==> src/design/vspa_pkg.sv <==
// ---------------------------------------------------------------------------
// vspa_pkg
// shared types, widths, register indexes and reset values of the
// vital sign persistence alarm unit
// ---------------------------------------------------------------------------
package vspa_pkg;

   // field widths
   localparam int TIME_W   = 32;
   localparam int HR_W     = 8;
   localparam int OX_W     = 10;
   localparam int MLIM_W   = 15;
   localparam int HOLD_W   = 24;
   localparam int ACC_W    = 16;
   localparam int SQ_W     = 31;
   localparam int MAG_W    = 32;
   localparam int LIMSQ_W  = 2 * MLIM_W;
   localparam int GOOD_W   = 3;
   localparam int CSR_IDX_W  = 3;
   localparam int CSR_DATA_W = 24;

   // register indexes
   localparam logic [CSR_IDX_W-1:0] CSR_PULSE_LIMIT    = 3'd0;
   localparam logic [CSR_IDX_W-1:0] CSR_OXYGEN_LIMIT   = 3'd1;
   localparam logic [CSR_IDX_W-1:0] CSR_MOTION_LIMIT   = 3'd2;
   localparam logic [CSR_IDX_W-1:0] CSR_PULSE_HOLD_MS  = 3'd3;
   localparam logic [CSR_IDX_W-1:0] CSR_OXYGEN_HOLD_MS = 3'd4;
   localparam logic [CSR_IDX_W-1:0] CSR_MOTION_HOLD_MS = 3'd5;

   // register reset values
   localparam logic [HR_W-1:0]   PULSE_LIMIT_RST    = 8'd120;
   localparam logic [OX_W-1:0]   OXYGEN_LIMIT_RST   = 10'd1000;
   localparam logic [MLIM_W-1:0] MOTION_LIMIT_RST   = 15'd2000;
   localparam logic [HOLD_W-1:0] PULSE_HOLD_MS_RST  = 24'd60000;
   localparam logic [HOLD_W-1:0] OXYGEN_HOLD_MS_RST = 24'd120000;
   localparam logic [HOLD_W-1:0] MOTION_HOLD_MS_RST = 24'd30000;

   // default parameter values
   localparam int PULSE_CLEAR_COUNT_DEF  = 3;
   localparam int OXYGEN_CLEAR_COUNT_DEF = 5;
   localparam int MOTION_CLEAR_COUNT_DEF = 2;
   localparam int QUEUE_DEPTH_DEF        = 4;

   // configuration registers
   typedef struct packed {
      logic [HR_W-1:0]   pulse_limit;
      logic [OX_W-1:0]   oxygen_limit;
      logic [MLIM_W-1:0] motion_limit;
      logic [HOLD_W-1:0] pulse_hold_ms;
      logic [HOLD_W-1:0] oxygen_hold_ms;
      logic [HOLD_W-1:0] motion_hold_ms;
   } cfg_type;

   // one evaluation as it arrives
   typedef struct packed {
      logic [TIME_W-1:0]       now_ms;
      logic                    node1_fresh;
      logic                    node2_fresh;
      logic [HR_W-1:0]         heart_rate;
      logic                    heart_rate_valid;
      logic [OX_W-1:0]         oxygen_tenths;
      logic signed [ACC_W-1:0] node1_acc_x;
      logic signed [ACC_W-1:0] node1_acc_y;
      logic signed [ACC_W-1:0] node1_acc_z;
      logic signed [ACC_W-1:0] node2_acc_x;
      logic signed [ACC_W-1:0] node2_acc_y;
      logic signed [ACC_W-1:0] node2_acc_z;
   } raw_item_type;

   // per channel evaluation command
   typedef struct packed {
      logic eval;
      logic high;
   } chan_cmd_type;

   // classified evaluation, front to back
   typedef struct packed {
      logic [TIME_W-1:0] now_ms;
      chan_cmd_type      pulse;
      chan_cmd_type      oxygen;
      chan_cmd_type      motion;
      logic [HR_W-1:0]   heart_rate;
      logic [OX_W-1:0]   oxygen_tenths;
   } class_item_type;

endpackage

==> src/design/vspa_front.sv <==
// ---------------------------------------------------------------------------
// vspa_front
// accepts evaluations, squares the accelerations and classifies each
// channel sample as evaluated and high, then pushes into the queue
// ---------------------------------------------------------------------------
module vspa_front import vspa_pkg::*; #(
   parameter int QUEUE_DEPTH = QUEUE_DEPTH_DEF
) (
   input  logic                               clock,
   input  logic                               reset,
   input  logic                               req_valid,
   output logic                               req_ready,
   input  raw_item_type                       raw,
   input  cfg_type                            cfg,
   input  logic [$clog2(QUEUE_DEPTH+1)-1:0]   queue_count,
   output logic                               push,
   output class_item_type                     push_item
);

   localparam int CW = $clog2(QUEUE_DEPTH + 1);

   typedef struct packed {
      logic [TIME_W-1:0] now_ms;
      chan_cmd_type      pulse;
      chan_cmd_type      oxygen;
      logic              node1_fresh;
      logic              node2_fresh;
      logic [HR_W-1:0]   heart_rate;
      logic [OX_W-1:0]   oxygen_tenths;
      logic [SQ_W-1:0]   n1x_sq;
      logic [SQ_W-1:0]   n1y_sq;
      logic [SQ_W-1:0]   n1z_sq;
      logic [SQ_W-1:0]   n2x_sq;
      logic [SQ_W-1:0]   n2y_sq;
      logic [SQ_W-1:0]   n2z_sq;
   } stage_type;

   logic                     s1_valid_ff;
   stage_type                s1_ff;
   stage_type                s1_in;
   logic [LIMSQ_W-1:0]       lim_sq_ff;
   logic [CW:0]              in_flight;
   logic                     accept;
   logic signed [2*ACC_W-1:0] p1x, p1y, p1z, p2x, p2y, p2z;
   logic [MAG_W-1:0]         mag1, mag2;

   // credit: items in stage one plus items queued must leave a free slot
   assign in_flight = {1'b0, queue_count} + (CW+1)'(s1_valid_ff);
   assign req_ready = (in_flight < (CW+1)'(QUEUE_DEPTH));
   assign accept    = req_valid && req_ready;

   // squares and scalar compares of stage one
   always_comb begin
      p1x = (2*ACC_W)'(raw.node1_acc_x) * (2*ACC_W)'(raw.node1_acc_x);
      p1y = (2*ACC_W)'(raw.node1_acc_y) * (2*ACC_W)'(raw.node1_acc_y);
      p1z = (2*ACC_W)'(raw.node1_acc_z) * (2*ACC_W)'(raw.node1_acc_z);
      p2x = (2*ACC_W)'(raw.node2_acc_x) * (2*ACC_W)'(raw.node2_acc_x);
      p2y = (2*ACC_W)'(raw.node2_acc_y) * (2*ACC_W)'(raw.node2_acc_y);
      p2z = (2*ACC_W)'(raw.node2_acc_z) * (2*ACC_W)'(raw.node2_acc_z);
      s1_in.now_ms        = raw.now_ms;
      s1_in.pulse.eval    = raw.node1_fresh && raw.heart_rate_valid;
      s1_in.pulse.high    = raw.heart_rate > cfg.pulse_limit;
      s1_in.oxygen.eval   = raw.node1_fresh;
      s1_in.oxygen.high   = raw.oxygen_tenths > cfg.oxygen_limit;
      s1_in.node1_fresh   = raw.node1_fresh;
      s1_in.node2_fresh   = raw.node2_fresh;
      s1_in.heart_rate    = raw.heart_rate;
      s1_in.oxygen_tenths = raw.oxygen_tenths;
      s1_in.n1x_sq        = p1x[SQ_W-1:0];
      s1_in.n1y_sq        = p1y[SQ_W-1:0];
      s1_in.n1z_sq        = p1z[SQ_W-1:0];
      s1_in.n2x_sq        = p2x[SQ_W-1:0];
      s1_in.n2y_sq        = p2y[SQ_W-1:0];
      s1_in.n2z_sq        = p2z[SQ_W-1:0];
   end

   // stage one control
   always_ff @(posedge clock) begin
      if (reset) begin
         s1_valid_ff <= 1'b0;
      end else begin
         s1_valid_ff <= accept;
      end
   end

   // stage one payload and squared motion limit
   always_ff @(posedge clock) begin
      if (accept) begin
         s1_ff <= s1_in;
      end
      lim_sq_ff <= LIMSQ_W'(cfg.motion_limit) * LIMSQ_W'(cfg.motion_limit);
   end

   // magnitude sums and motion classification
   always_comb begin
      mag1 = MAG_W'(s1_ff.n1x_sq) + MAG_W'(s1_ff.n1y_sq) + MAG_W'(s1_ff.n1z_sq);
      mag2 = MAG_W'(s1_ff.n2x_sq) + MAG_W'(s1_ff.n2y_sq) + MAG_W'(s1_ff.n2z_sq);
      push_item.now_ms        = s1_ff.now_ms;
      push_item.pulse         = s1_ff.pulse;
      push_item.oxygen        = s1_ff.oxygen;
      push_item.motion.eval   = 1'b1;
      push_item.motion.high   = (s1_ff.node1_fresh && (mag1 > MAG_W'(lim_sq_ff))) ||
                                (s1_ff.node2_fresh && (mag2 > MAG_W'(lim_sq_ff)));
      push_item.heart_rate    = s1_ff.heart_rate;
      push_item.oxygen_tenths = s1_ff.oxygen_tenths;
   end

   assign push = s1_valid_ff;

endmodule

==> config.mk <==
export PLATFORM = sky130hd
export DESIGN_NAME = vspa_front
export DESIGN_NICKNAME = d
export VERILOG_FILES = /design/src/design/vspa_pkg.sv /design/src/design/vspa_front.sv
export SDC_FILE = /design/constraint.sdc
export NUM_CORES = 2
export LEC_CHECK = 0
export ABC_AREA = 0
export BUFFER_PORTS_ARGS = -buffer_cell sky130_fd_sc_hd__buf_2
export CORE_ASPECT_RATIO = 1.5
export CORE_MARGIN = 2
export CORE_UTILIZATION = 60
export CTS_BUF_LIST = sky130_fd_sc_hd__clkbuf_8
export DETAILED_ROUTE_END_ITERATION = 12
export PLACE_DENSITY = 0.89
export SLEW_MARGIN = 10
export SYNTH_ARGS = -nofsm -noshare
export SYNTH_HDL_FRONTEND = slang
export SYNTH_SLANG_ARGS = --single-unit
export TNS_END_PERCENT = 100
==> constraint.sdc <==
create_clock -name clock -period 28 [get_ports clock]
set_input_delay 8.4 -clock clock [delete_from_list [all_inputs] [get_ports clock]]
set_output_delay 8.4 -clock clock [all_outputs]
set_load 0.01 [all_outputs]
==> impl_summary.txt <==
----------------------------------------------------
[Timing]
  Worst slew margin ... 0.370
  Actual slew at the worst max-slew pin ... approximately 0.94 ns
  Final Setup Violations ... 0
  Max-slew violation count ... 0
  Minimum clock period ... between 15 and 20 ns
  Final critical-path share of the clock period ... 0.617
  Final Hold Fails ... 0
  Setup repair after global routing missed its margin ... no
  Peak clock frequency supported by timing ... 57.9 MHz
  Setup total negative slack ... 0 ns
  Clock Skew ... approximately 0.039 ns

[Detailed routing]
  Total detailed-routing wirelength ... 167 mm
  Vias after detailed routing ... around 50000
  Highest routed metal layer ... met5
  Number of optimization iterations in the first detailed-route pass ... 6
  Antenna-violating nets left ... 0
  Number of remaining DRC errors ... 0
  Per-cell routed wire length ... ~18 um
  Routed metal-1 wire length ... between 50 and 60 mm
  Met2 routed wirelength ... 90.0 mm
  Routed length on met3 ... 9.69 mm
  Mean number of vias per cell ... roughly 5.5
  Iteration-0 DRC Markers ... approximately 3000

[Setup path]
  Arrival time at the worst endpoint ... a little under 9 ns
  Worst setup path category ... in -> out
  Chain of cells forming the critical path ... buf_2, a31oi_1, buf_2
  Depth of the worst register-to-register path ... 4
  Category of the worst setup path capture point ... primary output
  CP required ... between 15 and 20 ns
  Type of element launching the critical path ... input pin
  Critical-path maximum fanout ... 2
  Critical path's most frequent cell ... buf_2
  Largest stage delay on the critical path ... 0.20 ns
  Slowest stage cell on the critical path ... a31oi_1

[GRT]
  Global-route wire length before repair ... ~280 mm
  Overall routing resource usage ... 0.287
  Largest net degree at the start of global routing ... 68
  Antenna violations before repair ... 18
  Number of global-route vias before repair ... around 58000
  Gr ovfl total ... 0

[Die]
  Initial core utilization ... 0.602
  Core area ... around 120000 um2
  Die height ... 426 um
  Number of top-level design ports ... around 320
  Die outline area ... ~120000 um2
  Cell row count ... roughly 160
  Die span in x ... between 200 and 300 um

[Layout]
  Most frequent standard cell in the layout excluding fill and tap cells ... inv_1
  Most frequent cells in the layout ... inv_1, fa_1, ha_1
  Fraction of final layout cells with drive strength greater than 1 ... 0.0502
  Signed area change from the synthesized netlist to the final layout ... 4.52%
  # nets final ... between 10000 and 15000
  # fillers ... about 9000

[Synthesis]
  Area fraction in compound gates after synthesis ... 0.0570
  Synth Area in XOR/XNOR ... 0.0395
  Main combinational cell family by area after synthesis ... adder cells
  Post-synth EDFFs ... about 240
  Post-synthesis sequential area ratio ... 0.107
  Fraction of synthesized area in multiplexers ... 0.00153
  Most frequently used flop master after synthesis ... edfxtp_1
  Number of warnings printed during yosys synthesis ... 0
  Unique masters post-synth ... 77
  Post-synthesis instance area ... between 70000 and 80000 um2
  Simple logic cell fraction of the synthesized area ... 0.0942
  Post-synthesis sequential element count ... between 200 and 300
  Share of synthesized flip-flops with an asynchronous set or reset ... 0
  Post-Synthesis Mean Instance Area ... between 9 and 10 um2
  Gate Count Post-Synth ... 7376
  Adder-Cell Fraction of Synth Area ... 0.571

[Clock network]
  Clock transition at the registers of the reported paths ... approximately 0.090 ns
  Worst skew pair latency ... approximately 0.69 ns
  Number of clock sinks ... between 200 and 300
  Hold buffer count at cts ... 0
  CTS HTree Levels ... 2
  Buffer depth of the longest clock path ... 3
  Cells resized by post-CTS repair ... 0
  Setup fix buffers added after clock tree synthesis ... 0
  Clock tree from TritonCTS ... done
  TritonCTS Buffers ... 48
  Cell at the root of the clock tree ... clkbuf_8

[Flow run]
  Maxcap violations ... 0

[Min path]
  Kind of path behind the tightest hold check ... reg -> reg
  Number of instances on the worst hold path ... 2

[Status]
  Result of the run ... finished, final reports clean

[Placed design]
  HPWL after detailed placement ... approximately 140 mm
  Final weighted congestion in routability-driven placement ... ~0.94
  Port-buffer cells ... about 240

----------------------------------------------------
-- layer usage --
| metal | GRT usage | up-vias |
|---|---|---|
| met3 | 0.0380 | 804 |
| met2 | 0.538 | 2059 |
| met1 | 0.289 | 25300 |
| met5 | 0 | - |
| li1 | - | 22100 |
| met4 | 0.212 | 18 |
-- synthesized netlist by cell type (3+ instances only) --
master	count	area, um2
o21a_1	46	345
o21bai_1	21	158
clkbuf_1	149	559
a41oi_1	4	35.0
a21oi_1	173	866
nor2b_1	52	325
a41o_1	5	50.1
nor4_1	4	25.0
a21boi_0	6	45.0
nand4_1	24	150
o21ai_0	107	536
ha_1	741	9270
edfxtp_1	235	7060
a31oi_1	18	113
and2_1	253	1580
nand2_1	566	2120
o21ai_1	5	25.0
fa_1	1573	31500
a211o_1	9	78.8
a211oi_1	26	195
a21o_1	99	743
or2_2	18	113
mux2_2	7	78.8
mux2i_1	3	30.0
nand3_1	41	205
and3_1	22	138
xor2_1	71	622
a31o_2	20	175
and4_1	5	43.8
a311oi_1	7	61.3
a21o_2	3	26.3
inv_1	2181	8190
o31ai_1	9	67.6
nand2b_1	43	269
dfxtp_1	30	601
xnor2_1	251	2200
buf_4	55	413
o2bb2ai_1	3	26.3
o211ai_1	15	113
nor2_1	345	1290
clkinv_1	9	33.8
nor3_1	55	275
a221oi_1	6	52.6
or3_1	10	62.6
-- cell families after synthesis --
group / after synthesis
buffers and inverters: 2396
adders and majority gates: 2314
and+or+nand+nor: 1452
AOI/OAI and AO/OA: 615
xor gates and xnor gates: 322
DFF: 265
muxes: 10
other: 2
-- stage by stage --
stage	hold WS (ns)	area, um2	worst slack, ns	utilization	instances
5_1_grt	1.19	74600	10.65	0.629	9083
2_1_floorplan	4.01	71300	10.93	-	7377
3_5_place_dp	1.14	73600	10.73	0.621	8988
3_3_place_gp	1.12	73600	10.75	0.621	8988
6_report	1.10	74600	10.73	0.629	9087
4_1_cts	1.13	74500	10.72	0.629	9078
-- worst max-delay path: cells and delay by family --
| kind | cells | cell delay, ns |
|---|---|---|
| compound gates | 1 | 0.20 |
| buf+inv | 2 | 0.27 |
-- final timing paths --
kind	startpoint	to	slack, ns
max reg2reg	push	s1_ff[166]	24.79
min reg2reg	push	push_item[3]	1.10
max	queue_count[0]	req_ready	10.73
min	push	push_item[3]	1.10
-- sequential cells by signal (all words and copies together), names as in the netlist --
name and count:
push_item 53, s1_ff 182, lim_sq_ff 29, push 1
-- layout make-up --
type	instances	area [um2]	area share
repair buffers	247	1240	0.0167
clock buffers	51	702	0.00941
multi-input cells	4716	54500	0.731
diodes	9	22.5	0.000302
clock inverters	39	263	0.00352
well taps	1570	1960	0.0263
inverters	2190	8220	0.110
flip-flops and latches	265	7660	0.103
Power is not shown: default switching activity piles up to over one toggle a cycle in this logic, so the estimate is an artifact.
