$ cat config.mk
export PLATFORM = sky130hd
export DESIGN_NAME = vspa_queue
export DESIGN_NICKNAME = d
export VERILOG_FILES = /design/src/design/vspa_pkg.sv /design/src/design/vspa_queue.sv
export SDC_FILE = /design/constraint.sdc
export NUM_CORES = 1
export LEC_CHECK = 0
export ABC_AREA = 0
export BUFFER_PORTS_ARGS = -buffer_cell sky130_fd_sc_hd__buf_4
export CAP_MARGIN = 20
export CORE_MARGIN = 3
export CORE_UTILIZATION = 50
export DETAILED_ROUTE_END_ITERATION = 12
export HOLD_SLACK_MARGIN = 0.08
export PLACE_DENSITY = 0.81
export SYNTH_ARGS = -nofsm -noshare
export SYNTH_HDL_FRONTEND = slang
export SYNTH_SLANG_ARGS = --single-unit
export TNS_END_PERCENT = 50
$ cat constraint.sdc
create_clock -name clock -period 2.64 [get_ports clock]
set_input_delay 0.66 -clock clock [delete_from_list [all_inputs] [get_ports clock]]
set_output_delay 0.66 -clock clock [all_outputs]
set_load 0.05 [all_outputs]
$ cat src/design/vspa_pkg.sv
// ---------------------------------------------------------------------------
// vspa_pkg
// shared types, widths, register indexes and reset values of the
// vital sign persistence alarm unit
// ---------------------------------------------------------------------------
package vspa_pkg;

   // field widths
   localparam int TIME_W   = 32;
   localparam int HR_W     = 8;
   localparam int OX_W     = 10;
   localparam int MLIM_W   = 15;
   localparam int HOLD_W   = 24;
   localparam int ACC_W    = 16;
   localparam int SQ_W     = 31;
   localparam int MAG_W    = 32;
   localparam int LIMSQ_W  = 2 * MLIM_W;
   localparam int GOOD_W   = 3;
   localparam int CSR_IDX_W  = 3;
   localparam int CSR_DATA_W = 24;

   // register indexes
   localparam logic [CSR_IDX_W-1:0] CSR_PULSE_LIMIT    = 3'd0;
   localparam logic [CSR_IDX_W-1:0] CSR_OXYGEN_LIMIT   = 3'd1;
   localparam logic [CSR_IDX_W-1:0] CSR_MOTION_LIMIT   = 3'd2;
   localparam logic [CSR_IDX_W-1:0] CSR_PULSE_HOLD_MS  = 3'd3;
   localparam logic [CSR_IDX_W-1:0] CSR_OXYGEN_HOLD_MS = 3'd4;
   localparam logic [CSR_IDX_W-1:0] CSR_MOTION_HOLD_MS = 3'd5;

   // register reset values
   localparam logic [HR_W-1:0]   PULSE_LIMIT_RST    = 8'd120;
   localparam logic [OX_W-1:0]   OXYGEN_LIMIT_RST   = 10'd1000;
   localparam logic [MLIM_W-1:0] MOTION_LIMIT_RST   = 15'd2000;
   localparam logic [HOLD_W-1:0] PULSE_HOLD_MS_RST  = 24'd60000;
   localparam logic [HOLD_W-1:0] OXYGEN_HOLD_MS_RST = 24'd120000;
   localparam logic [HOLD_W-1:0] MOTION_HOLD_MS_RST = 24'd30000;

   // default parameter values
   localparam int PULSE_CLEAR_COUNT_DEF  = 3;
   localparam int OXYGEN_CLEAR_COUNT_DEF = 5;
   localparam int MOTION_CLEAR_COUNT_DEF = 2;
   localparam int QUEUE_DEPTH_DEF        = 4;

   // configuration registers
   typedef struct packed {
      logic [HR_W-1:0]   pulse_limit;
      logic [OX_W-1:0]   oxygen_limit;
      logic [MLIM_W-1:0] motion_limit;
      logic [HOLD_W-1:0] pulse_hold_ms;
      logic [HOLD_W-1:0] oxygen_hold_ms;
      logic [HOLD_W-1:0] motion_hold_ms;
   } cfg_type;

   // one evaluation as it arrives
   typedef struct packed {
      logic [TIME_W-1:0]       now_ms;
      logic                    node1_fresh;
      logic                    node2_fresh;
      logic [HR_W-1:0]         heart_rate;
      logic                    heart_rate_valid;
      logic [OX_W-1:0]         oxygen_tenths;
      logic signed [ACC_W-1:0] node1_acc_x;
      logic signed [ACC_W-1:0] node1_acc_y;
      logic signed [ACC_W-1:0] node1_acc_z;
      logic signed [ACC_W-1:0] node2_acc_x;
      logic signed [ACC_W-1:0] node2_acc_y;
      logic signed [ACC_W-1:0] node2_acc_z;
   } raw_item_type;

   // per channel evaluation command
   typedef struct packed {
      logic eval;
      logic high;
   } chan_cmd_type;

   // classified evaluation, front to back
   typedef struct packed {
      logic [TIME_W-1:0] now_ms;
      chan_cmd_type      pulse;
      chan_cmd_type      oxygen;
      chan_cmd_type      motion;
      logic [HR_W-1:0]   heart_rate;
      logic [OX_W-1:0]   oxygen_tenths;
   } class_item_type;

endpackage

$ cat src/design/vspa_queue.sv
// ---------------------------------------------------------------------------
// vspa_queue
// short first-in first-out queue of classified items between front and back
// ---------------------------------------------------------------------------
module vspa_queue import vspa_pkg::*; #(
   parameter int QUEUE_DEPTH = QUEUE_DEPTH_DEF
) (
   input  logic                               clock,
   input  logic                               reset,
   input  logic                               push,
   input  class_item_type                     push_item,
   input  logic                               pop,
   output class_item_type                     head,
   output logic                               empty,
   output logic [$clog2(QUEUE_DEPTH+1)-1:0]   count
);

   localparam int PW = (QUEUE_DEPTH > 1) ? $clog2(QUEUE_DEPTH) : 1;
   localparam int CW = $clog2(QUEUE_DEPTH + 1);

   class_item_type      entry_ff [QUEUE_DEPTH];
   logic [PW-1:0]       wr_ptr_ff, wr_ptr_in;
   logic [PW-1:0]       rd_ptr_ff, rd_ptr_in;
   logic [CW-1:0]       count_ff, count_in;

   // pointer and fill count update
   always_comb begin
      wr_ptr_in = wr_ptr_ff;
      rd_ptr_in = rd_ptr_ff;
      count_in  = count_ff;
      if (push) begin
         wr_ptr_in = (wr_ptr_ff == PW'(QUEUE_DEPTH - 1)) ? '0 : wr_ptr_ff + 1'b1;
      end
      if (pop) begin
         rd_ptr_in = (rd_ptr_ff == PW'(QUEUE_DEPTH - 1)) ? '0 : rd_ptr_ff + 1'b1;
      end
      priority if (push && !pop) begin
         count_in = count_ff + 1'b1;
      end else if (pop && !push) begin
         count_in = count_ff - 1'b1;
      end
   end

   always_ff @(posedge clock) begin
      if (reset) begin
         wr_ptr_ff <= '0;
         rd_ptr_ff <= '0;
         count_ff  <= '0;
      end else begin
         wr_ptr_ff <= wr_ptr_in;
         rd_ptr_ff <= rd_ptr_in;
         count_ff  <= count_in;
      end
   end

   // entry storage
   always_ff @(posedge clock) begin
      if (push) begin
         entry_ff[wr_ptr_ff] <= push_item;
      end
   end

   assign head  = entry_ff[rd_ptr_ff];
   assign empty = (count_ff == '0);
   assign count = count_ff;

endmodule

==> results of run 1 <==
what timing repair did:
action	CTS	global route
resized for setup	0	3
buffers inserted	2	0
setup endpoints to repair	47	15
worst max-delay path: cells and delay by family (launching register included):
kind | cells | cell delay [ns]
buf+inv | 2 | 0.44
flops | 1 | 0.44
mux | 1 | 0.54
registers in the layout (all words and copies together) (netlist names), named ones only:
signal,cells
entry_ff,224
count,3
rd_ptr_ff,2
wr_ptr_ff,2
logic make-up after synthesis:
| family | count (synthesis) | share of synthesized area |
|---|---|---|
| buffers and inverters | 16 | 0.0167 |
| AND/OR/NAND/NOR | 14 | 0.00820 |
| XOR/XNOR | 2 | 0.00205 |
| flip-flops | 233 | 0.808 |
| adder cells (fa/ha/maj) | 7 | 0.0111 |
| multiplexers | 60 | 0.152 |
| AO/OA/AOI/OAI | 3 | 0.00176 |
power groups by stage:
stage / clock [mW] / combinational [mW] / sequential [mW]
3_3_place_gp: 0 / 1.21 / 4.36
5_1_grt: 3.15 / 1.29 / 4.30
6_report: 2.92 / 1.22 / 4.28
3_5_place_dp: 0 / 1.23 / 4.37
2_1_floorplan: 0 / 0.797 / 4.38
4_1_cts: 2.99 / 1.24 / 4.29
worst min-delay path by stage:
stage / end / cells after the start / start
2_1_floorplan: flip-flop / 2 / rd_ptr_ff[1]$_SDFFE_PP0P_
3_3_place_gp: count[2]$_SDFFE_PP0P_ / 2 / count[2]$_SDFFE_PP0P_
3_5_place_dp: count[2]$_SDFFE_PP0P_ / 2 / count[2]$_SDFFE_PP0P_
4_1_cts: entry_ff[2][55]$_DFFE_PP_ / 1 / push_item[55]
5_1_grt: entry_ff[1][18]$_DFFE_PP_ / 1 / push_item[18]
6_report: entry_ff[1][55]$_DFFE_PP_ / 1 / push_item[55]
cells in the final DEF (no fill, tap or decap):
cell type                   Yosys  routed
sky130_fd_sc_hd__buf_12         4      10
sky130_fd_sc_hd__fa_1           1       1
sky130_fd_sc_hd__bufinv_16      0       1
sky130_fd_sc_hd__nor2_1         7       7
sky130_fd_sc_hd__or3_1          1       1
sky130_fd_sc_hd__mux4_2        56      56
sky130_fd_sc_hd__ha_1           6       6
sky130_fd_sc_hd__nor3b_1        1       1
sky130_fd_sc_hd__inv_1          4       4
sky130_fd_sc_hd__and2_2         0       4
sky130_fd_sc_hd__buf_6          1       3
sky130_fd_sc_hd__clkbuf_16      0      23
sky130_fd_sc_hd__mux2i_1        4       4
sky130_fd_sc_hd__a21oi_1        2       2
sky130_fd_sc_hd__dfxtp_4        0       1
sky130_fd_sc_hd__edfxtp_1     224     224
sky130_fd_sc_hd__buf_4          1     122
sky130_fd_sc_hd__dfxtp_1        9       7
sky130_fd_sc_hd__o21ai_0        1       1
sky130_fd_sc_hd__clkbuf_1       1       9
sky130_fd_sc_hd__clkinv_1       0       4
sky130_fd_sc_hd__dfxtp_2        0       1
sky130_fd_sc_hd__clkinv_2       0       2
sky130_fd_sc_hd__xor2_1         2       2
sky130_fd_sc_hd__nor3_1         1       1
layout make-up:
class | count | area (um^2) | area share
clock inverter | 7 | 55.1 | 0.00523
sequential | 233 | 6910 | 0.657
clock buffer | 32 | 609 | 0.0579
tap | 220 | 275 | 0.0262
timing repair buffer | 135 | 1150 | 0.109
multi-input combinational | 86 | 1500 | 0.143
inverter | 4 | 15.0 | 0.00143
per-layer routing:
metal  up-vias  global-route usage  wire length (um)
met1      2025               0.223              6130
met2       115               0.277              7850
li1       1718                   -                 -
met4         2              0.0375               235
met5         -                   0                17
met3        22              0.0401               960
==> PnR_summary.wiki, run 1 <==
{| class="wikitable"
! Metric !! Value
|-
| Area delta synth->final || 23.1%
|-
| Number of synthesized register bits || 233
|-
| Effective utilization at floorplan || 0.514
|-
| Sequential cell fraction of total power || 0.508
|-
| Longest Clk Path Bufs || 3
|-
| H-tree level count || 1
|-
| Cell-by-cell listing of the critical path || buf_4 > mux4_2 > buf_4
|-
| Count of routing violations after the opening detailed-route iteration || 226
|-
| Largest stage delay on the critical path || 0.54 ns
|-
| Synthesis Warnings || 0
|-
| Setup violations, final || 0
|-
| RD Place Congestion || 0.703
|-
| Maximum clock skew at final layout || 0.00320 ns
|-
| Post-layout util || 0.632
|-
| Root Buffer || sky130_fd_sc_hd__clkbuf_16
|-
| Switching share of power || 0.243
|-
| Chip Width || 137 um
|-
| Number of nets with antenna violations after detailed routing || 0
|-
| Cell type contributing the most total cell area after synthesis || sky130_fd_sc_hd__edfxtp_1
|-
| Total via count after detailed routing || approximately 3900
|-
| Power share of the clock group || 0.346
|-
| # DRC || 0
|-
| Post-DP HPWL || 9640 um
|-
| Largest cells by area after synthesis || sky130_fd_sc_hd__edfxtp_1 79%, sky130_fd_sc_hd__mux4_2 15%, sky130_fd_sc_hd__dfxtp_1 2.1%
|-
| Vias in the first global route || 4124
|-
| Count of flip-flops with a built-in enable after synthesis || between 200 and 250
|-
| Total clock buffers created by CTS || 23
|-
| Remaining global-route overflow || 0
|-
| Critical-path top delay cell || sky130_fd_sc_hd__mux4_2
|-
| Largest fanout of any net on the critical path || 7
|-
| Crit path arrival time || about 1.9 ns
|-
| Endpoint of the worst register-to-register path || entry_ff[3][9]$_DFFE_PP_
|-
| Buffers added on ports || 119
|-
| Depth of the worst register-to-register path || 3
|-
| Total wirelength of the detailed-routed design || approximately 15000 um
|-
| Placed instance area || 9830 um^2
|-
| Die Footprint || 18700 um^2
|-
| Relative slew margins || 0.650
|-
| Top cell type's share of synthesized area || 0.787
|-
| Setup slack of the worst register-to-register path || 1.00 ns
|-
| Number of fill cells || about 1100
|-
| Post-synthesis area per instance || 25.5 um^2
|-
| Max Fclk || between 300 and 400 MHz
|-
| Final WS setup || 0.0659 ns
|-
| Total GRT Usage || 0.165
|-
| Hold Vio Cnt, Final || 0
|-
| Slew at the pin closest to its max-slew limit || roughly 0.52 ns
|-
| Routed WL per cell || 21.2 um
|-
| Worst setup slack after placement || ~0.4 ns
|-
| Worst path required time || 1.98 ns
|-
| Proportion of synthesized chip area in sequential cells || 0.808
|-
| Worst Setup Path Type || flip-flop to output port
|-
| Fraction of final layout cells sized beyond drive strength 1 || 0.449
|-
| Global-route wire length before repair || 23400 um
|-
| Post-synth net total || 402
|-
| Number of antenna violations at the first check in global routing || 1
|-
| Pwr Total || approximately 8.4 mW
|-
| Antenna Cells || 0
|-
| Most repeated cell in the gate-level netlist after synthesis || sky130_fd_sc_hd__edfxtp_1
|-
| Summed area of non-filler cells in the final layout || 10500 um^2
|-
| Cells after Synth || approximately 340
|-
| Vias per Instance || between 5 and 6
|-
| End point of the critical path || head[54]
|-
| Total number of placement rows || 47
|-
| Final Hold Slack || roughly 0.37 ns
|-
| Number of buffers inserted for hold repair after clock tree synthesis || 0
|-
| Most used DFF post-synth || sky130_fd_sc_hd__edfxtp_1
|-
| Worst vdd ir || roughly 0.54 mV
|-
| Switching Power || 2.05 mW
|-
| Internal power || 6.38 mW
|-
| Pin count of the biggest net entering global routing || 35
|-
| Height of the die || 137 um
|-
| Element type at the critical path end || output port
|-
| Startpoint types || flip-flop
|-
| Outcome || finished clean
|-
| Clock network latency to the later pin of the worst-skew pair || 0.49 ns
|-
| Number of detailed-routing iterations run before antenna repair || 4
|-
| Top cell types by occurrence after synthesis || 224 x sky130_fd_sc_hd__edfxtp_1, 56 x sky130_fd_sc_hd__mux4_2, 9 x sky130_fd_sc_hd__dfxtp_1
|-
| CTS tree || yes
|-
| Number of sinks handled by clock tree synthesis || 233
|-
| Combinational Power Share || 0.145
|-
| Clock slew at reported path FFs || 0.06 ns
|-
| # nets final || between 500 and 600
|-
| Filler-free cell count of the finished design || 717
|-
| Number of distinct library cell variants in the gate-level netlist after synthesis || 20
|-
| Inst Count DP || 676
|-
| Startpoint of the most critical register-to-register path || wr_ptr_ff[0]$_SDFFE_PP0P_
|-
| Cell seen most often among critical-path stages || sky130_fd_sc_hd__buf_4
|-
| Unrepaired setup endpoints after global routing || true
|-
| Count of boundary I/O pins || 120
|-
| Final TNS setup || 0 ns
|-
| Post-route clock period utilization || 0.975
|-
| Max Cap Violations || 0
|-
| Max-slew violations || 0
|-
| Share of flip-flops with an asynchronous set or reset || 0
|-
| Leakage || 3.59 nW
|-
| Netlist area before placement || 8550 um^2
|-
| P per Cell Area || roughly 800 nW/um^2
|-
| Area of the core || between 15000 and 20000 um^2
|-
| Final worst path period need || 2.57 ns
|-
| Tightest Hold Check Type || input pin to flip-flop
|}
(Power assumes the default switching activity.)
==> run 2, diff against run 1 <==
--- a/config.mk
+++ b/config.mk
@@ -8,11 +8,13 @@
 export ABC_AREA = 0
 export BUFFER_PORTS_ARGS = -buffer_cell sky130_fd_sc_hd__buf_4
 export CAP_MARGIN = 20
+export CORE_ASPECT_RATIO = 0.7
 export CORE_MARGIN = 3
 export CORE_UTILIZATION = 50
 export DETAILED_ROUTE_END_ITERATION = 12
 export HOLD_SLACK_MARGIN = 0.08
 export PLACE_DENSITY = 0.81
+export REMOVE_ABC_BUFFERS = 1
 export SYNTH_ARGS = -nofsm -noshare
 export SYNTH_HDL_FRONTEND = slang
 export SYNTH_SLANG_ARGS = --single-unit
==> PnR_summary.wiki, run 2 (synthesis results as in run 1) <==
{| class="wikitable"
! Metric !! Value
|-
| Vias per Instance || 5.39
|-
| Pin count of the biggest net entering global routing || 50
|-
| Setup violations, final || 0
|-
| WHS Path Cells || 1
|-
| Remaining global-route overflow || 0
|-
| Number of nets with antenna violations after detailed routing || 0
|-
| Number of detailed-routing iterations run before antenna repair || 5
|-
| RD Place Congestion || 0.717
|-
| # nets final || roughly 540
|-
| Element type at the critical path end || output port
|-
| Worst path required time || 1.98 ns
|-
| Final WS setup || 0.0701 ns
|-
| Power share of the clock group || 0.360
|-
| Total setup buffers inserted after CTS || 0
|-
| Worst setup slack after placement || 0.470 ns
|-
| Global-route wire length before repair || about 23000 um
|-
| Most frequent cells in the layout || 224 x sky130_fd_sc_hd__edfxtp_1, 120 x sky130_fd_sc_hd__buf_4, 56 x sky130_fd_sc_hd__mux4_2
|-
| # DRC || 0
|-
| Count of routing violations after the opening detailed-route iteration || around 220
|-
| Height of the die || 115 um
|-
| Worst Setup Path Type || flip-flop to output port
|-
| Setup slack of the worst register-to-register path || about 1.1 ns
|-
| Startpoint types || flip-flop
|-
| Switching share of power || 0.237
|-
| Die Footprint || 18700 um^2
|-
| Critical-path top delay cell || sky130_fd_sc_hd__mux4_2
|-
| Root Buffer || sky130_fd_sc_hd__clkbuf_16
|-
| Switching Power || a little over 2 mW
|-
| Total of cells resized after clock tree synthesis || 0
|-
| Cell-by-cell listing of the critical path || buf_12 > mux4_2 > buf_4
|-
| Number of gates on the worst path with buffers counted || 3
|-
| Post-layout util || 0.633
|-
| Total via count after detailed routing || a little under 4000
|-
| Longest Clk Path Bufs || 3
|-
| Worst Path Buf+Inv || 2
|-
| Chip Width || between 150 and 200 um
|-
| Clock network latency to the later pin of the worst-skew pair || 0.49 ns
|-
| Origin of the worst min-delay path || push_item[54]
|-
| Sequential cell fraction of total power || 0.500
|-
| Largest fanout of any net on the critical path || 28
|-
| Area of the core || 16500 um^2
|-
| Largest stage delay on the critical path || 0.58 ns
|-
| Startpoint of the most critical register-to-register path || wr_ptr_ff[0]$_SDFFE_PP0P_
|-
| Final worst path period need || ~2.6 ns
|-
| Combinational Power Share || 0.141
|-
| Outcome || finished clean
|-
| Total number of placement rows || 39
|-
| Max Fclk || 389 MHz
|-
| Number of sinks handled by clock tree synthesis || 233
|-
| Total GRT Usage || 0.166
|-
| Post-route clock period utilization || 0.973
|-
| Leakage || 3.56 nW
|-
| Buffers added on ports || 119
|-
| Reg with most FFs || entry_ff
|-
| Leading cell type in the layout, fill and taps excluded || sky130_fd_sc_hd__edfxtp_1
|-
| Worst vdd ir || 0.504 mV
|-
| Tightest Hold Check Type || input pin to flip-flop
|-
| Number of fill cells || around 1100
|-
| Hold Vio Cnt, Final || 0
|-
| CTS tree || yes
|-
| Crit path arrival time || between 1.5 and 2 ns
|-
| Antenna Cells || 0
|-
| Count of boundary I/O pins || 120
|-
| Family of cells with the greatest summed delay on the critical path || multiplexers
|-
| Vias in the first global route || 4190
|-
| P per Cell Area || 819 nW/um^2
|-
| Maximum clock skew at final layout || 0.00420 ns
|-
| Max-slew violations || 0
|-
| Total wirelength of the detailed-routed design || 14900 um
|-
| Relative slew margins || 0.783
|-
| Post-DP HPWL || 8950 um
|-
| Depth of the worst register-to-register path || 4
|-
| Unrepaired setup endpoints after global routing || true
|-
| Total clock buffers created by CTS || 22
|-
| Internal power || about 6.5 mW
|-
| Clock slew at reported path FFs || ~0.06 ns
|-
| Number of antenna violations at the first check in global routing || 1
|-
| Routed WL per cell || around 21 um
|-
| H-tree level count || 1
|-
| Effective utilization at floorplan || 0.517
|-
| Max Cap Violations || 0
|-
| Flip-flop count of the largest register after layout || 224
|-
| Area delta synth->final || 22.4%
|-
| Fraction of final layout cells sized beyond drive strength 1 || 0.443
|-
| Slew at the pin closest to its max-slew limit || 0.326 ns
|}
run 2: changes by cell type in the layout (fill, tap and decap cells not counted):
| cell | previous run | this run |
|---|---|---|
| sky130_fd_sc_hd__buf_12 | 10 | 7 |
| sky130_fd_sc_hd__buf_4 | 122 | 120 |
| sky130_fd_sc_hd__bufinv_16 | 1 | 3 |
| sky130_fd_sc_hd__buf_6 | 3 | 0 |
| sky130_fd_sc_hd__clkinv_2 | 2 | 1 |
| sky130_fd_sc_hd__clkbuf_1 | 9 | 4 |
| sky130_fd_sc_hd__clkinv_1 | 4 | 7 |
run 2: worst paths after layout:
| check | end |
|---|---|
| setup / recovery | head[12] |
| hold / removal | entry_ff[1][54]$_DFFE_PP_ |
| setup reg to reg | entry_ff[2][3]$_DFFE_PP_ |
| hold reg to reg | count[2]$_SDFFE_PP0P_ |
run 2: timing repair:
action,4_1_cts,5_1_grt
hold endpoints to repair,0,0
setup endpoints to repair,0,4
hold buffers,0,0
run 2: routing by layer:
| layer | vias up | track usage | share of wire |
|---|---|---|---|
| met5 | - | 0 | 0.00074 |
| met4 | 2 | 0.0301 | 0.014 |
| met3 | 21 | 0.0601 | 0.094 |
| met2 | 148 | 0.263 | 0.47 |
| met1 | 1976 | 0.229 | 0.42 |
| li1 | 1699 | - | - |
run 2: layout make-up:
cell class              instances  area (um^2)  share of cell area
clock buffers                  27          591              0.0564
flip-flops and latches        233         6910               0.660
clock inverters                11          121              0.0116
multi-input cells              86         1500               0.144
inverters                       4         15.0             0.00143
well taps                     225          282              0.0269
repair buffers                127         1040              0.0995
run 2: worst reg2reg max path: stages (launching register included):
cell,delay (ns)
sky130_fd_sc_hd__dfxtp_1,0.35
sky130_fd_sc_hd__inv_1,0.10
sky130_fd_sc_hd__ha_1,0.15
sky130_fd_sc_hd__and2_2,0.30
sky130_fd_sc_hd__buf_12,0.34
run 2: through the flow:
stage	TNS (ns)	area [um^2]	total power [mW]	std cells	hold slack (ns)
global route	-0.0145	10500	8.90	713	0.346
floorplan	-69.50	8420	5.15	323	0.492
CTS	0	10500	8.67	713	0.347
global placement	0	9750	5.55	675	0.493
finish	0	10500	8.57	713	0.371
detailed placement	0	9750	5.58	675	0.498
run 2: power by group through the flow:
| stage | logic (mW) | clock network (mW) | registers, mW |
|---|---|---|---|
| finish | 1.21 | 3.08 | 4.28 |
| detailed placement | 1.22 | 0 | 4.36 |
| global route | 1.28 | 3.33 | 4.29 |
| floorplan | 0.731 | 0 | 4.42 |
| global placement | 1.21 | 0 | 4.35 |
| CTS | 1.22 | 3.16 | 4.28 |
