--- src/design/vspa_pkg.sv ---
// ---------------------------------------------------------------------------
// vspa_pkg
// shared types, widths, register indexes and reset values of the
// vital sign persistence alarm unit
// ---------------------------------------------------------------------------
package vspa_pkg;

   // field widths
   localparam int TIME_W   = 32;
   localparam int HR_W     = 8;
   localparam int OX_W     = 10;
   localparam int MLIM_W   = 15;
   localparam int HOLD_W   = 24;
   localparam int ACC_W    = 16;
   localparam int SQ_W     = 31;
   localparam int MAG_W    = 32;
   localparam int LIMSQ_W  = 2 * MLIM_W;
   localparam int GOOD_W   = 3;
   localparam int CSR_IDX_W  = 3;
   localparam int CSR_DATA_W = 24;

   // register indexes
   localparam logic [CSR_IDX_W-1:0] CSR_PULSE_LIMIT    = 3'd0;
   localparam logic [CSR_IDX_W-1:0] CSR_OXYGEN_LIMIT   = 3'd1;
   localparam logic [CSR_IDX_W-1:0] CSR_MOTION_LIMIT   = 3'd2;
   localparam logic [CSR_IDX_W-1:0] CSR_PULSE_HOLD_MS  = 3'd3;
   localparam logic [CSR_IDX_W-1:0] CSR_OXYGEN_HOLD_MS = 3'd4;
   localparam logic [CSR_IDX_W-1:0] CSR_MOTION_HOLD_MS = 3'd5;

   // register reset values
   localparam logic [HR_W-1:0]   PULSE_LIMIT_RST    = 8'd120;
   localparam logic [OX_W-1:0]   OXYGEN_LIMIT_RST   = 10'd1000;
   localparam logic [MLIM_W-1:0] MOTION_LIMIT_RST   = 15'd2000;
   localparam logic [HOLD_W-1:0] PULSE_HOLD_MS_RST  = 24'd60000;
   localparam logic [HOLD_W-1:0] OXYGEN_HOLD_MS_RST = 24'd120000;
   localparam logic [HOLD_W-1:0] MOTION_HOLD_MS_RST = 24'd30000;

   // default parameter values
   localparam int PULSE_CLEAR_COUNT_DEF  = 3;
   localparam int OXYGEN_CLEAR_COUNT_DEF = 5;
   localparam int MOTION_CLEAR_COUNT_DEF = 2;
   localparam int QUEUE_DEPTH_DEF        = 4;

   // configuration registers
   typedef struct packed {
      logic [HR_W-1:0]   pulse_limit;
      logic [OX_W-1:0]   oxygen_limit;
      logic [MLIM_W-1:0] motion_limit;
      logic [HOLD_W-1:0] pulse_hold_ms;
      logic [HOLD_W-1:0] oxygen_hold_ms;
      logic [HOLD_W-1:0] motion_hold_ms;
   } cfg_type;

   // one evaluation as it arrives
   typedef struct packed {
      logic [TIME_W-1:0]       now_ms;
      logic                    node1_fresh;
      logic                    node2_fresh;
      logic [HR_W-1:0]         heart_rate;
      logic                    heart_rate_valid;
      logic [OX_W-1:0]         oxygen_tenths;
      logic signed [ACC_W-1:0] node1_acc_x;
      logic signed [ACC_W-1:0] node1_acc_y;
      logic signed [ACC_W-1:0] node1_acc_z;
      logic signed [ACC_W-1:0] node2_acc_x;
      logic signed [ACC_W-1:0] node2_acc_y;
      logic signed [ACC_W-1:0] node2_acc_z;
   } raw_item_type;

   // per channel evaluation command
   typedef struct packed {
      logic eval;
      logic high;
   } chan_cmd_type;

   // classified evaluation, front to back
   typedef struct packed {
      logic [TIME_W-1:0] now_ms;
      chan_cmd_type      pulse;
      chan_cmd_type      oxygen;
      chan_cmd_type      motion;
      logic [HR_W-1:0]   heart_rate;
      logic [OX_W-1:0]   oxygen_tenths;
   } class_item_type;

endpackage

--- src/design/vspa_channel.sv ---
// ---------------------------------------------------------------------------
// vspa_channel
// one alarm channel: run tracking with hold time and clearing by a count
// of consecutive good samples
// ---------------------------------------------------------------------------
module vspa_channel import vspa_pkg::*; #(
   parameter int CLEAR_COUNT = PULSE_CLEAR_COUNT_DEF
) (
   input  logic                clock,
   input  logic                reset,
   input  logic                step,
   input  chan_cmd_type        cmd,
   input  logic [TIME_W-1:0]   now_ms,
   input  logic [HOLD_W-1:0]   hold_ms,
   output logic                active_in
);

   logic                active_ff;
   logic                run_open_ff, run_open_in;
   logic [TIME_W-1:0]   run_start_ff, run_start_in;
   logic [GOOD_W-1:0]   good_count_ff, good_count_in;
   logic [GOOD_W-1:0]   good_inc;
   logic [TIME_W-1:0]   elapsed;

   // next state of the channel for this sample
   always_comb begin
      active_in     = active_ff;
      run_open_in   = run_open_ff;
      run_start_in  = run_start_ff;
      good_count_in = good_count_ff;
      good_inc      = good_count_ff + 1'b1;
      elapsed       = now_ms - run_start_ff;
      if (cmd.eval) begin
         if (cmd.high) begin
            good_count_in = '0;
            if (!active_ff) begin
               if (!run_open_ff) begin
                  run_open_in  = 1'b1;
                  run_start_in = now_ms;
               end else if (elapsed >= TIME_W'(hold_ms)) begin
                  active_in = 1'b1;
               end
            end
         end else begin
            run_open_in = 1'b0;
            if (active_ff) begin
               if (good_inc >= GOOD_W'(CLEAR_COUNT)) begin
                  active_in     = 1'b0;
                  good_count_in = '0;
               end else begin
                  good_count_in = good_inc;
               end
            end
         end
      end
   end

   // channel control state
   always_ff @(posedge clock) begin
      if (reset) begin
         active_ff     <= 1'b0;
         run_open_ff   <= 1'b0;
         good_count_ff <= '0;
      end else if (step) begin
         active_ff     <= active_in;
         run_open_ff   <= run_open_in;
         good_count_ff <= good_count_in;
      end
   end

   // run start time, only read while a run is open
   always_ff @(posedge clock) begin
      if (step) begin
         run_start_ff <= run_start_in;
      end
   end

endmodule

--- src/design/vspa_back.sv ---
// ---------------------------------------------------------------------------
// vspa_back
// takes classified items from the queue, steps the three alarm channels
// and holds the result item in the output register
// ---------------------------------------------------------------------------
module vspa_back import vspa_pkg::*; #(
   parameter int PULSE_CLEAR_COUNT  = PULSE_CLEAR_COUNT_DEF,
   parameter int OXYGEN_CLEAR_COUNT = OXYGEN_CLEAR_COUNT_DEF,
   parameter int MOTION_CLEAR_COUNT = MOTION_CLEAR_COUNT_DEF
) (
   input  logic              clock,
   input  logic              reset,
   input  class_item_type    head,
   input  logic              empty,
   output logic              pop,
   input  cfg_type           cfg,
   output logic              rsp_valid,
   input  logic              rsp_ready,
   output logic              rsp_pulse_alarm,
   output logic              rsp_oxygen_alarm,
   output logic              rsp_motion_alarm,
   output logic              rsp_any_alarm,
   output logic [HR_W-1:0]   rsp_shown_heart_rate,
   output logic [OX_W-1:0]   rsp_shown_oxygen
);

   logic              rsp_valid_ff;
   logic              pulse_alarm_ff, oxygen_alarm_ff, motion_alarm_ff, any_alarm_ff;
   logic [HR_W-1:0]   shown_hr_ff;
   logic [OX_W-1:0]   shown_ox_ff;
   logic              pulse_active_in, oxygen_active_in, motion_active_in;

   // take the next item when the output register is free or being emptied
   assign pop = !empty && (!rsp_valid_ff || rsp_ready);

   vspa_channel #(.CLEAR_COUNT(PULSE_CLEAR_COUNT)) u_pulse (
      .clock     (clock),
      .reset     (reset),
      .step      (pop),
      .cmd       (head.pulse),
      .now_ms    (head.now_ms),
      .hold_ms   (cfg.pulse_hold_ms),
      .active_in (pulse_active_in)
   );

   vspa_channel #(.CLEAR_COUNT(OXYGEN_CLEAR_COUNT)) u_oxygen (
      .clock     (clock),
      .reset     (reset),
      .step      (pop),
      .cmd       (head.oxygen),
      .now_ms    (head.now_ms),
      .hold_ms   (cfg.oxygen_hold_ms),
      .active_in (oxygen_active_in)
   );

   vspa_channel #(.CLEAR_COUNT(MOTION_CLEAR_COUNT)) u_motion (
      .clock     (clock),
      .reset     (reset),
      .step      (pop),
      .cmd       (head.motion),
      .now_ms    (head.now_ms),
      .hold_ms   (cfg.motion_hold_ms),
      .active_in (motion_active_in)
   );

   // output valid
   always_ff @(posedge clock) begin
      if (reset) begin
         rsp_valid_ff <= 1'b0;
      end else if (pop) begin
         rsp_valid_ff <= 1'b1;
      end else if (rsp_ready) begin
         rsp_valid_ff <= 1'b0;
      end
   end

   // output payload
   always_ff @(posedge clock) begin
      if (pop) begin
         pulse_alarm_ff  <= pulse_active_in;
         oxygen_alarm_ff <= oxygen_active_in;
         motion_alarm_ff <= motion_active_in;
         any_alarm_ff    <= pulse_active_in || oxygen_active_in || motion_active_in;
         shown_hr_ff     <= head.heart_rate;
         shown_ox_ff     <= head.oxygen_tenths;
      end
   end

   assign rsp_valid            = rsp_valid_ff;
   assign rsp_pulse_alarm      = pulse_alarm_ff;
   assign rsp_oxygen_alarm     = oxygen_alarm_ff;
   assign rsp_motion_alarm     = motion_alarm_ff;
   assign rsp_any_alarm        = any_alarm_ff;
   assign rsp_shown_heart_rate = shown_hr_ff;
   assign rsp_shown_oxygen     = shown_ox_ff;

endmodule

--- config.mk ---
export PLATFORM = sky130hd
export DESIGN_NAME = vspa_back
export DESIGN_NICKNAME = d
export VERILOG_FILES = /design/src/design/vspa_pkg.sv /design/src/design/vspa_channel.sv /design/src/design/vspa_back.sv
export SDC_FILE = /design/constraint.sdc
export NUM_CORES = 1
export LEC_CHECK = 0
export ABC_AREA = 1
export ABC_CLOCK_PERIOD_IN_PS = 4550
export BUFFER_PORTS_ARGS = -buffer_cell sky130_fd_sc_hd__buf_4
export CAP_MARGIN = 25
export CORE_MARGIN = 3
export CORE_UTILIZATION = 30
export CTS_BUF_LIST = sky130_fd_sc_hd__clkbuf_8 sky130_fd_sc_hd__clkbuf_16
export DETAILED_ROUTE_END_ITERATION = 8
export MAX_ROUTING_LAYER = met4
export PLACE_DENSITY_LB_ADDON = 0.3
export SLEW_MARGIN = 20
export SYNTH_ARGS = -nofsm -noshare
export SYNTH_HDL_FRONTEND = slang
export SYNTH_SLANG_ARGS = --single-unit
export TNS_END_PERCENT = 50
--- constraint.sdc ---
create_clock -name clock -period 4.55 [get_ports clock]
set_input_delay 0.2275 -clock clock [delete_from_list [all_inputs] [get_ports clock]]
set_output_delay 0.2275 -clock clock [all_outputs]
set_load 0.05 [all_outputs]
==> results of run 1 <==
worst max-delay path: cells and delay by family:
family,cells,cell delay (ns)
simple gates,14,1.28
buf+inv,5,0.99
fa+ha+maj,3,0.82
xor+xnor,1,0.15
compound gates,4,0.59
power breakdown:
group | switching, mW | total [mW] | internal [mW]
clock network | 0.575 | 1.36 | 0.780
registers | 0.0146 | 1.40 | 1.39
logic | 0.760 | 1.23 | 0.474
layout make-up:
type	instances	share of cell area, %
tap	577	4.60
clock inverter	14	0.910
inverter	406	9.72
timing repair buffer	179	8.89
multi-input combinational	1302	48.4
clock buffer	18	2.80
sequential	134	24.6
stage by stage:
stage | utilization [%] | hold WS, ns | setup WS [ns] | TNS (ns) | instance area [µm²]
5_1_grt | 37.1 | 0.0315 | 0.228 | 0 | 15700
2_1_floorplan | - | 0.323 | -0.239 | -7.63 | 13000
4_1_cts | 37.1 | 0.0136 | 0.626 | 0 | 15700
6_report | 37.1 | 0.0361 | 0.680 | 0 | 15700
3_5_place_dp | 35.2 | 0.407 | 0.706 | 0 | 14900
3_3_place_gp | 35.2 | 0.406 | 0.748 | 0 | 14900
worst max-delay path by stage:
stage / startpoint / endpoint / slack, ns / depth (start not counted)
floorplan: rsp_valid / u_pulse.run_start_ff[0] / -0.24 / 5
global placement: head[24] / rsp_any_alarm / 0.75 / 26
detailed placement: head[24] / rsp_any_alarm / 0.71 / 26
CTS: head[24] / rsp_any_alarm / 0.63 / 27
global route: head[24] / rsp_any_alarm / 0.23 / 27
finish: head[24] / rsp_any_alarm / 0.68 / 27
layer usage:
metal	share of wire, %	GRT usage [%]	wire [µm]	up-vias
li1	-	-	-	6263
met1	48	20.4	17000	5335
met2	48	28.0	17400	151
met3	2.2	1.89	791	36
met4	1.8	4.65	645	0
met5	0	-	0	-
flip-flops by register name (all words and copies together), names as in the netlist:
name	count
rsp_any_alarm	1
rsp_motion_alarm	1
rsp_oxygen_alarm	1
rsp_pulse_alarm	1
rsp_shown_heart_rate	8
rsp_shown_oxygen	10
rsp_valid	1
u_motion.active_ff	1
u_motion.good_count_ff	3
u_motion.run_open_ff	1
u_motion.run_start_ff	32
u_oxygen.active_ff	1
u_oxygen.good_count_ff	3
u_oxygen.run_open_ff	1
u_oxygen.run_start_ff	32
u_pulse.active_ff	1
u_pulse.good_count_ff	3
u_pulse.run_open_ff	1
u_pulse.run_start_ff	32
layout by cell type, fill, tap and decap left out, types with 5 or more instances in the layout:
| cell type | netlist | final |
|---|---|---|
| o21bai_1 | 13 | 13 |
| ha_1 | 171 | 171 |
| inv_2 | 9 | 9 |
| nand3_2 | 6 | 6 |
| edfxtp_1 | 118 | 118 |
| dfxtp_1 | 16 | 16 |
| xnor2_1 | 25 | 25 |
| nand2_2 | 20 | 20 |
| nor2_2 | 16 | 16 |
| a21o_1 | 6 | 6 |
| nand3b_1 | 6 | 6 |
| nor3_1 | 16 | 13 |
| xor2_1 | 44 | 44 |
| nor2_1 | 149 | 149 |
| nand3_1 | 66 | 66 |
| a31oi_1 | 23 | 23 |
| buf_4 | 0 | 159 |
| nand2_1 | 533 | 533 |
| dlygate4sd3_1 | 0 | 20 |
| clkinvlp_4 | 0 | 5 |
| inv_1 | 397 | 397 |
| nand4_1 | 7 | 7 |
| o21ai_0 | 32 | 32 |
| a21oi_1 | 123 | 123 |
| clkbuf_16 | 0 | 17 |
cells by family after synthesis:
kind of cell,after synthesis
AOI/OAI and AO/OA,223
adders and majority gates,174
DFF,134
and+or+nand+nor,836
buffers and inverters,407
xor gates and xnor gates,69
what timing repair did:
item | CTS | global route
setup buffers | 0 | 0
setup endpoints to repair | 0 | 0
hold buffers | 20 | 0
endpoints found under the hold margin | 22 | 0
resized for setup | 0 | 0
==> results.py, run 1 <==
metrics = {
    "run_status": {
        "outcome": "finished clean",
    },
    "grt": {
        "grt_pass1_wl_um": 56800,
        "grt_antenna_before_repair": 0,
        "overflow": 0,
        "grt_util_all_layers_pct": 16.3,
        "grt_pass1_vias": 11675,
        "grt_max_degree": 33,
    },
    "setup_path": {
        "worst_setup_path_end_kind": "flip-flop",
        "cp-start-kind": "input pin",
        "cp_slowest_stage_delay_ns": 0.54,
        "timing.rr.end": "rsp_any_alarm",
        "r2r_cells": 20,
        "r2r-start": "u_motion.run_start_ff[10]",
        "crit_slowest_cell": "dlygate4sd3_1",
        "critPathKind": "in -> reg",
        "r2r_slack_ns": 0.97,
        "crit_top_cell": "nand2_1",
        "crit_arrival_ns": 4.06,
        "worstPathRequired_ns": 4.74,
        "worstPathMaxFanout": 4,
    },
    "route": {
        "vias": 11785,
        "drc": 0,
        "vias_per_cell": 4.48,
        "drt-pass1-iter-count": 7,
        "dr.first_iter.drc_count": 570,
        "antenna_left": 0,
        "wl_per_cell_um": 13.6,
        "routed_wl_um": 35800,
    },
    "synth": {
        "async_flop_share_pct": 0,
        "synth-simple-area-share_pct": 26.9,
        "syn_area_mm2": 0.0130,
        "synth_edf_count": 118,
        "synth_nets": 2182,
        "synth-seq-cells": 134,
        "synth.distinct_cells": 44,
        "synth_most_common_cell": "nand2_1",
        "ys_top_cells_by_count": "nand2_1 (533), inv_1 (397), ha_1 (171)",
        "yosysWarnings": 0,
        "ys_top_cells_by_area": "edfxtp_1 (27%), ha_1 (17%), nand2_1 (15%)",
        "synth_top_area_share_pct": 27.4,
        "synthFlopType": "edfxtp_1",
        "synth_compound_area_share_pct": 9.85,
        "yosysSeqAreaShare_pct": 29.8,
        "synth_top_family_by_area": "simple AND/OR/NAND/NOR gates",
        "synth_area_leader_cell": "edfxtp_1",
        "synth_area_per_cell_um2": 7.03,
        "syn-instance-count": 1843,
        "synthMuxAreaShare_pct": 0,
        "synthAdderAreaFrac_pct": 17.0,
        "synthXorXnorAreaFrac_pct": 4.67,
    },
    "placed_design": {
        "place_congestion": 0.924,
        "place_inst": 2578,
        "dpl.hpwl_um": 30700,
        "numPortBuffers": 155,
    },
    "clock_network": {
        "cts_buffers": 17,
        "root_buffer": "clkbuf_16",
        "clk_latency_ns": 0.44,
        "clockBufferDepth": 2,
        "cts-htree-levels": 4,
        "cts.clk_slew.worst_paths_ns": 0.06,
        "cts_tree": "yes",
        "clock-sinks": 134,
    },
    "power_and_ir_drop": {
        "max-vdd-ir-drop_v": 0.000174,
        "cellPowerDensity_mw_per_mm2": 255,
        "power_mw": 3.99,
        "leakage_nw": 8.22,
    },
    "cells_and_area": {
        "layout-drive-gt1-share_pct": 12.6,
        "finalNonFillerCells": 2630,
        "multi_input_area_mm2": 0.00760,
        "seq_area_mm2": 0.00386,
        "nets": 2379,
        "nFillCells": 4459,
        "diodes": 0,
        "syn2layout_area_growth_pct": 21.1,
    },
    "timing": {
        "skew_ns": 0.0127,
        "relSlewSlack_pct": 66.4,
        "setup_viol": 0,
        "grt_setup_unrepaired": "false",
        "worst_slew_pin_slew_ns": 0.499,
        "finalCriticalPeriod_ns": 3.87,
        "post-route-period-util_pct": 85.1,
        "finalHoldViolations": 0,
        "fmaxAchievable_mhz": 258,
        "drv_slew": 0,
    },
    "die": {
        "rows": 75,
        "initial_core_util_pct": 30.6,
        "dieWidth_um": 214,
        "core-area_mm2": 0.0423,
        "die-area_mm2": 0.0457,
        "die_y_um": 214,
        "pin_count": 189,
    },
    "worst_hold_path": {
        "hp-class": "in -> reg",
        "min-delay-start": "head[51]",
        "worstHoldPathCells": 1,
        "hold_end": "u_pulse.run_start_ff[27]",
    },
    "job": {
        "drv_cap": 0,
    },
}
(Power assumes the default switching activity.)
==> run 2: changes to the inputs <==
Settings changed: CORE_MARGIN 3 to 2, SKIP_LAST_GASP set to 1, SYNTH_HIERARCHICAL set to 1.
==> run 2 against run 1 <==
Clock skew up 0.00096 ns. Global-route usage grew 0.23 points. Design area up 3.1%. Register-to-register slack lost 0.12 ns. Synthesized cell count grew 7.0%. Via count grew 4.1%. Count of clock-buffer cells in the layout decreased by 1. Maximum frequency is 4.6% higher. Combinational power is essentially flat. Worst hold slack gained 0.012 ns.
==> results.py, run 2 <==
metrics = {
    "run_status": {
        "outcome": "finished clean",
    },
    "die": {
        "die_y_um": 216,
        "dieWidth_um": 216,
        "die-area_mm2": 0.0465,
        "rows": 77,
        "initial_core_util_pct": 30.4,
        "pin_count": 189,
        "core-area_mm2": 0.0442,
    },
    "power_and_ir_drop": {
        "pwr-share-clk_pct": 33.8,
        "p_seq_share_pct": 34.9,
        "combPwrFrac_pct": 31.4,
        "intPower_mw": 2.68,
        "max-vdd-ir-drop_v": 0.000255,
        "leakage_nw": 8.82,
        "switching_power_mw": 1.35,
        "cellPowerDensity_mw_per_mm2": 249,
        "p_sw_share_pct": 33.4,
    },
    "synth": {
        "yosysWarnings": 6,
        "ys_top_cells_by_count": "nand2_1 (619), inv_1 (454), ha_1 (171)",
        "synth.distinct_cells": 37,
        "synthFlopType": "edfxtp_1",
        "syn_area_mm2": 0.0134,
        "synth_edf_count": 118,
        "synth_nets": 2311,
        "synth_most_common_cell": "nand2_1",
        "yosysSeqAreaShare_pct": 28.8,
        "syn-instance-count": 1972,
        "async_flop_share_pct": 0,
        "synth_top_area_share_pct": 26.4,
        "synth_area_leader_cell": "edfxtp_1",
        "ys_top_cells_by_area": "edfxtp_1 (26%), nand2_1 (17%), ha_1 (16%)",
        "synth-seq-cells": 134,
        "synth_area_per_cell_um2": 6.81,
    },
    "cells_and_area": {
        "final_common_cell": "nand2_1",
        "top_regs": "u_motion/run_start_ff: 32 flops, u_oxygen/run_start_ff: 32 flops, u_pulse/run_start_ff: 32 flops",
        "layout-drive-gt1-share_pct": 12.8,
        "mostFrequentLayoutCells": "nand2_1 (619), inv_1 (455), ha_1 (171)",
        "finalNonFillerCells": 2774,
        "nets": 2508,
        "diodes": 0,
        "syn2layout_area_growth_pct": 20.4,
    },
    "clock_network": {
        "cts_tree": "yes",
        "root_buffer": "clkbuf_16",
        "cts-htree-levels": 4,
        "cts.clk_slew.worst_paths_ns": 0.07,
        "post_cts_buffers": 0,
        "clockBufferDepth": 2,
        "cts_buffers": 17,
        "clk_latency_ns": 0.44,
        "clock-sinks": 134,
    },
    "setup_path": {
        "critPathLaunch": "u_motion/run_start_ff[0]",
        "crit_slowest_cell": "fa_1",
        "r2r_cells": 26,
        "r2r-start": "u_motion/run_start_ff[0]",
        "critPathKind": "reg -> reg",
        "crit_cells": 26,
        "crit_arrival_ns": 3.89,
        "cp_slowest_stage_delay_ns": 0.41,
        "crit_family": "simple AND/OR/NAND/NOR gates",
        "worstPathMaxFanout": 4,
        "r2r_slack_ns": 0.85,
        "endpoint": "rsp_any_alarm",
        "path_buf_inv": 4,
        "worst_setup_path_end_kind": "flip-flop",
        "crit_top_cell": "nand2_1",
        "timing.rr.end": "rsp_any_alarm",
        "cp-start-kind": "flip-flop",
        "worstPathRequired_ns": 4.74,
    },
    "route": {
        "dr.first_iter.drc_count": 711,
        "wl_per_cell_um": 13.1,
        "vias_per_cell": 4.42,
        "vias": 12274,
        "drc": 0,
        "antenna_left": 0,
        "drt-pass1-iter-count": 5,
        "routed_wl_um": 36500,
    },
    "grt": {
        "overflow": 0,
        "grt_pass1_wl_um": 59300,
        "grt_antenna_before_repair": 0,
        "grt_max_degree": 33,
        "grt_pass1_vias": 12057,
        "grt_util_all_layers_pct": 16.6,
    },
    "timing": {
        "worst_slew_pin_slew_ns": 0.706,
        "grt_setup_unrepaired": "false",
        "relSlewSlack_pct": 52.9,
        "finalHoldViolations": 0,
        "post-route-period-util_pct": 81.3,
        "drv_slew": 0,
        "finalWorstSetupSlack_ns": 0.852,
        "setup_viol": 0,
        "skew_ns": 0.0137,
        "finalCriticalPeriod_ns": 3.70,
        "fmaxAchievable_mhz": 270,
    },
    "worst_hold_path": {
        "hp-class": "in -> reg",
    },
    "placed_design": {
        "dpl.hpwl_um": 31100,
        "place_inst": 2723,
        "post-place-ws_ns": 0.742,
        "numPortBuffers": 155,
        "place_congestion": 0.894,
    },
    "job": {
        "drv_cap": 0,
    },
}
## run 2: changes by cell type after synthesis, moves of 5 or more
cell | before | now
xor2_1 | 44 | 49
inv_1 | 397 | 454
o21ai_0 | 32 | 15
nor2_1 | 149 | 156
nand2_1 | 533 | 619
a21oi_1 | 123 | 101
nand2_2 | 20 | 42
nand3_1 | 66 | 71
nor2_2 | 16 | 21
## run 2: logic make-up after synthesis
kind of cell,Yosys count,synth area share [%]
AOI/OAI and AO/OA,172,7.36
xor gates and xnor gates,71,4.63
buffers and inverters,459,12.8
and+or+nand+nor,962,30.0
adders and majority gates,174,16.4
DFF,134,28.8
## run 2: final cells by class
| class | count | area (µm²) |
|---|---|---|
| multi-input combinational | 1379 | 7870 |
| tap | 592 | 741 |
| clock inverter | 15 | 155 |
| inverter | 459 | 1720 |
| timing repair buffer | 178 | 1380 |
| fill | 4718 | 28100 |
| clock buffer | 17 | 425 |
| sequential | 134 | 3860 |
## run 2: power by group through the flow
stage | registers [mW] | clock network [mW] | logic, mW
floorplan | 1.48 | 0 | 0.820
global placement | 1.43 | 0 | 1.23
detailed placement | 1.43 | 0 | 1.26
CTS | 1.40 | 1.41 | 1.28
global route | 1.41 | 1.45 | 1.45
finish | 1.41 | 1.36 | 1.26
## run 2: timing repair
action	4_1_cts	5_1_grt
hold buffers	19	0
hold endpoints to repair	19	0
gates resized for setup	0	0
## run 2: per-stage QoR
| stage | hold slack (ns) | power (mW) | instance area [µm²] | TNS, ns | utilization (%) |
|---|---|---|---|---|---|
| CTS | 0.0183 | 4.09 | 16200 | 0 | 36.6 |
| finish | 0.0480 | 4.03 | 16200 | 0 | 36.6 |
| global route | 0.0233 | 4.31 | 16200 | 0 | 36.6 |
| floorplan | 0.290 | 2.30 | 13400 | -8.88 | - |
| detailed placement | 0.407 | 2.69 | 15400 | 0 | 34.8 |
| global placement | 0.407 | 2.66 | 15400 | 0 | 34.8 |
## run 2: routing by layer
metal	GRT usage (%)	up-vias	part of all wire (%)	wire (µm)
li1	-	6532	-	-
met1	21.3	5499	48	17500
met2	27.4	200	47	17000
met3	1.86	43	3.2	1170
met4	5.17	0	2.3	839
met5	-	-	0	0
## run 2: how the worst min path moves through the flow
stage	from	endpoint	slack, ns	depth (start not counted)
floorplan	reset	rsp_valid	0.29	1
global placement	head[7]	rsp_shown_oxygen[7]	0.41	1
detailed placement	head[0]	rsp_shown_oxygen[0]	0.41	1
CTS	head[48]	u_pulse/run_start_ff[24]	0.02	1
global route	head[55]	u_motion/run_start_ff[31]	0.02	1
finish	head[55]	u_motion/run_start_ff[31]	0.05	1
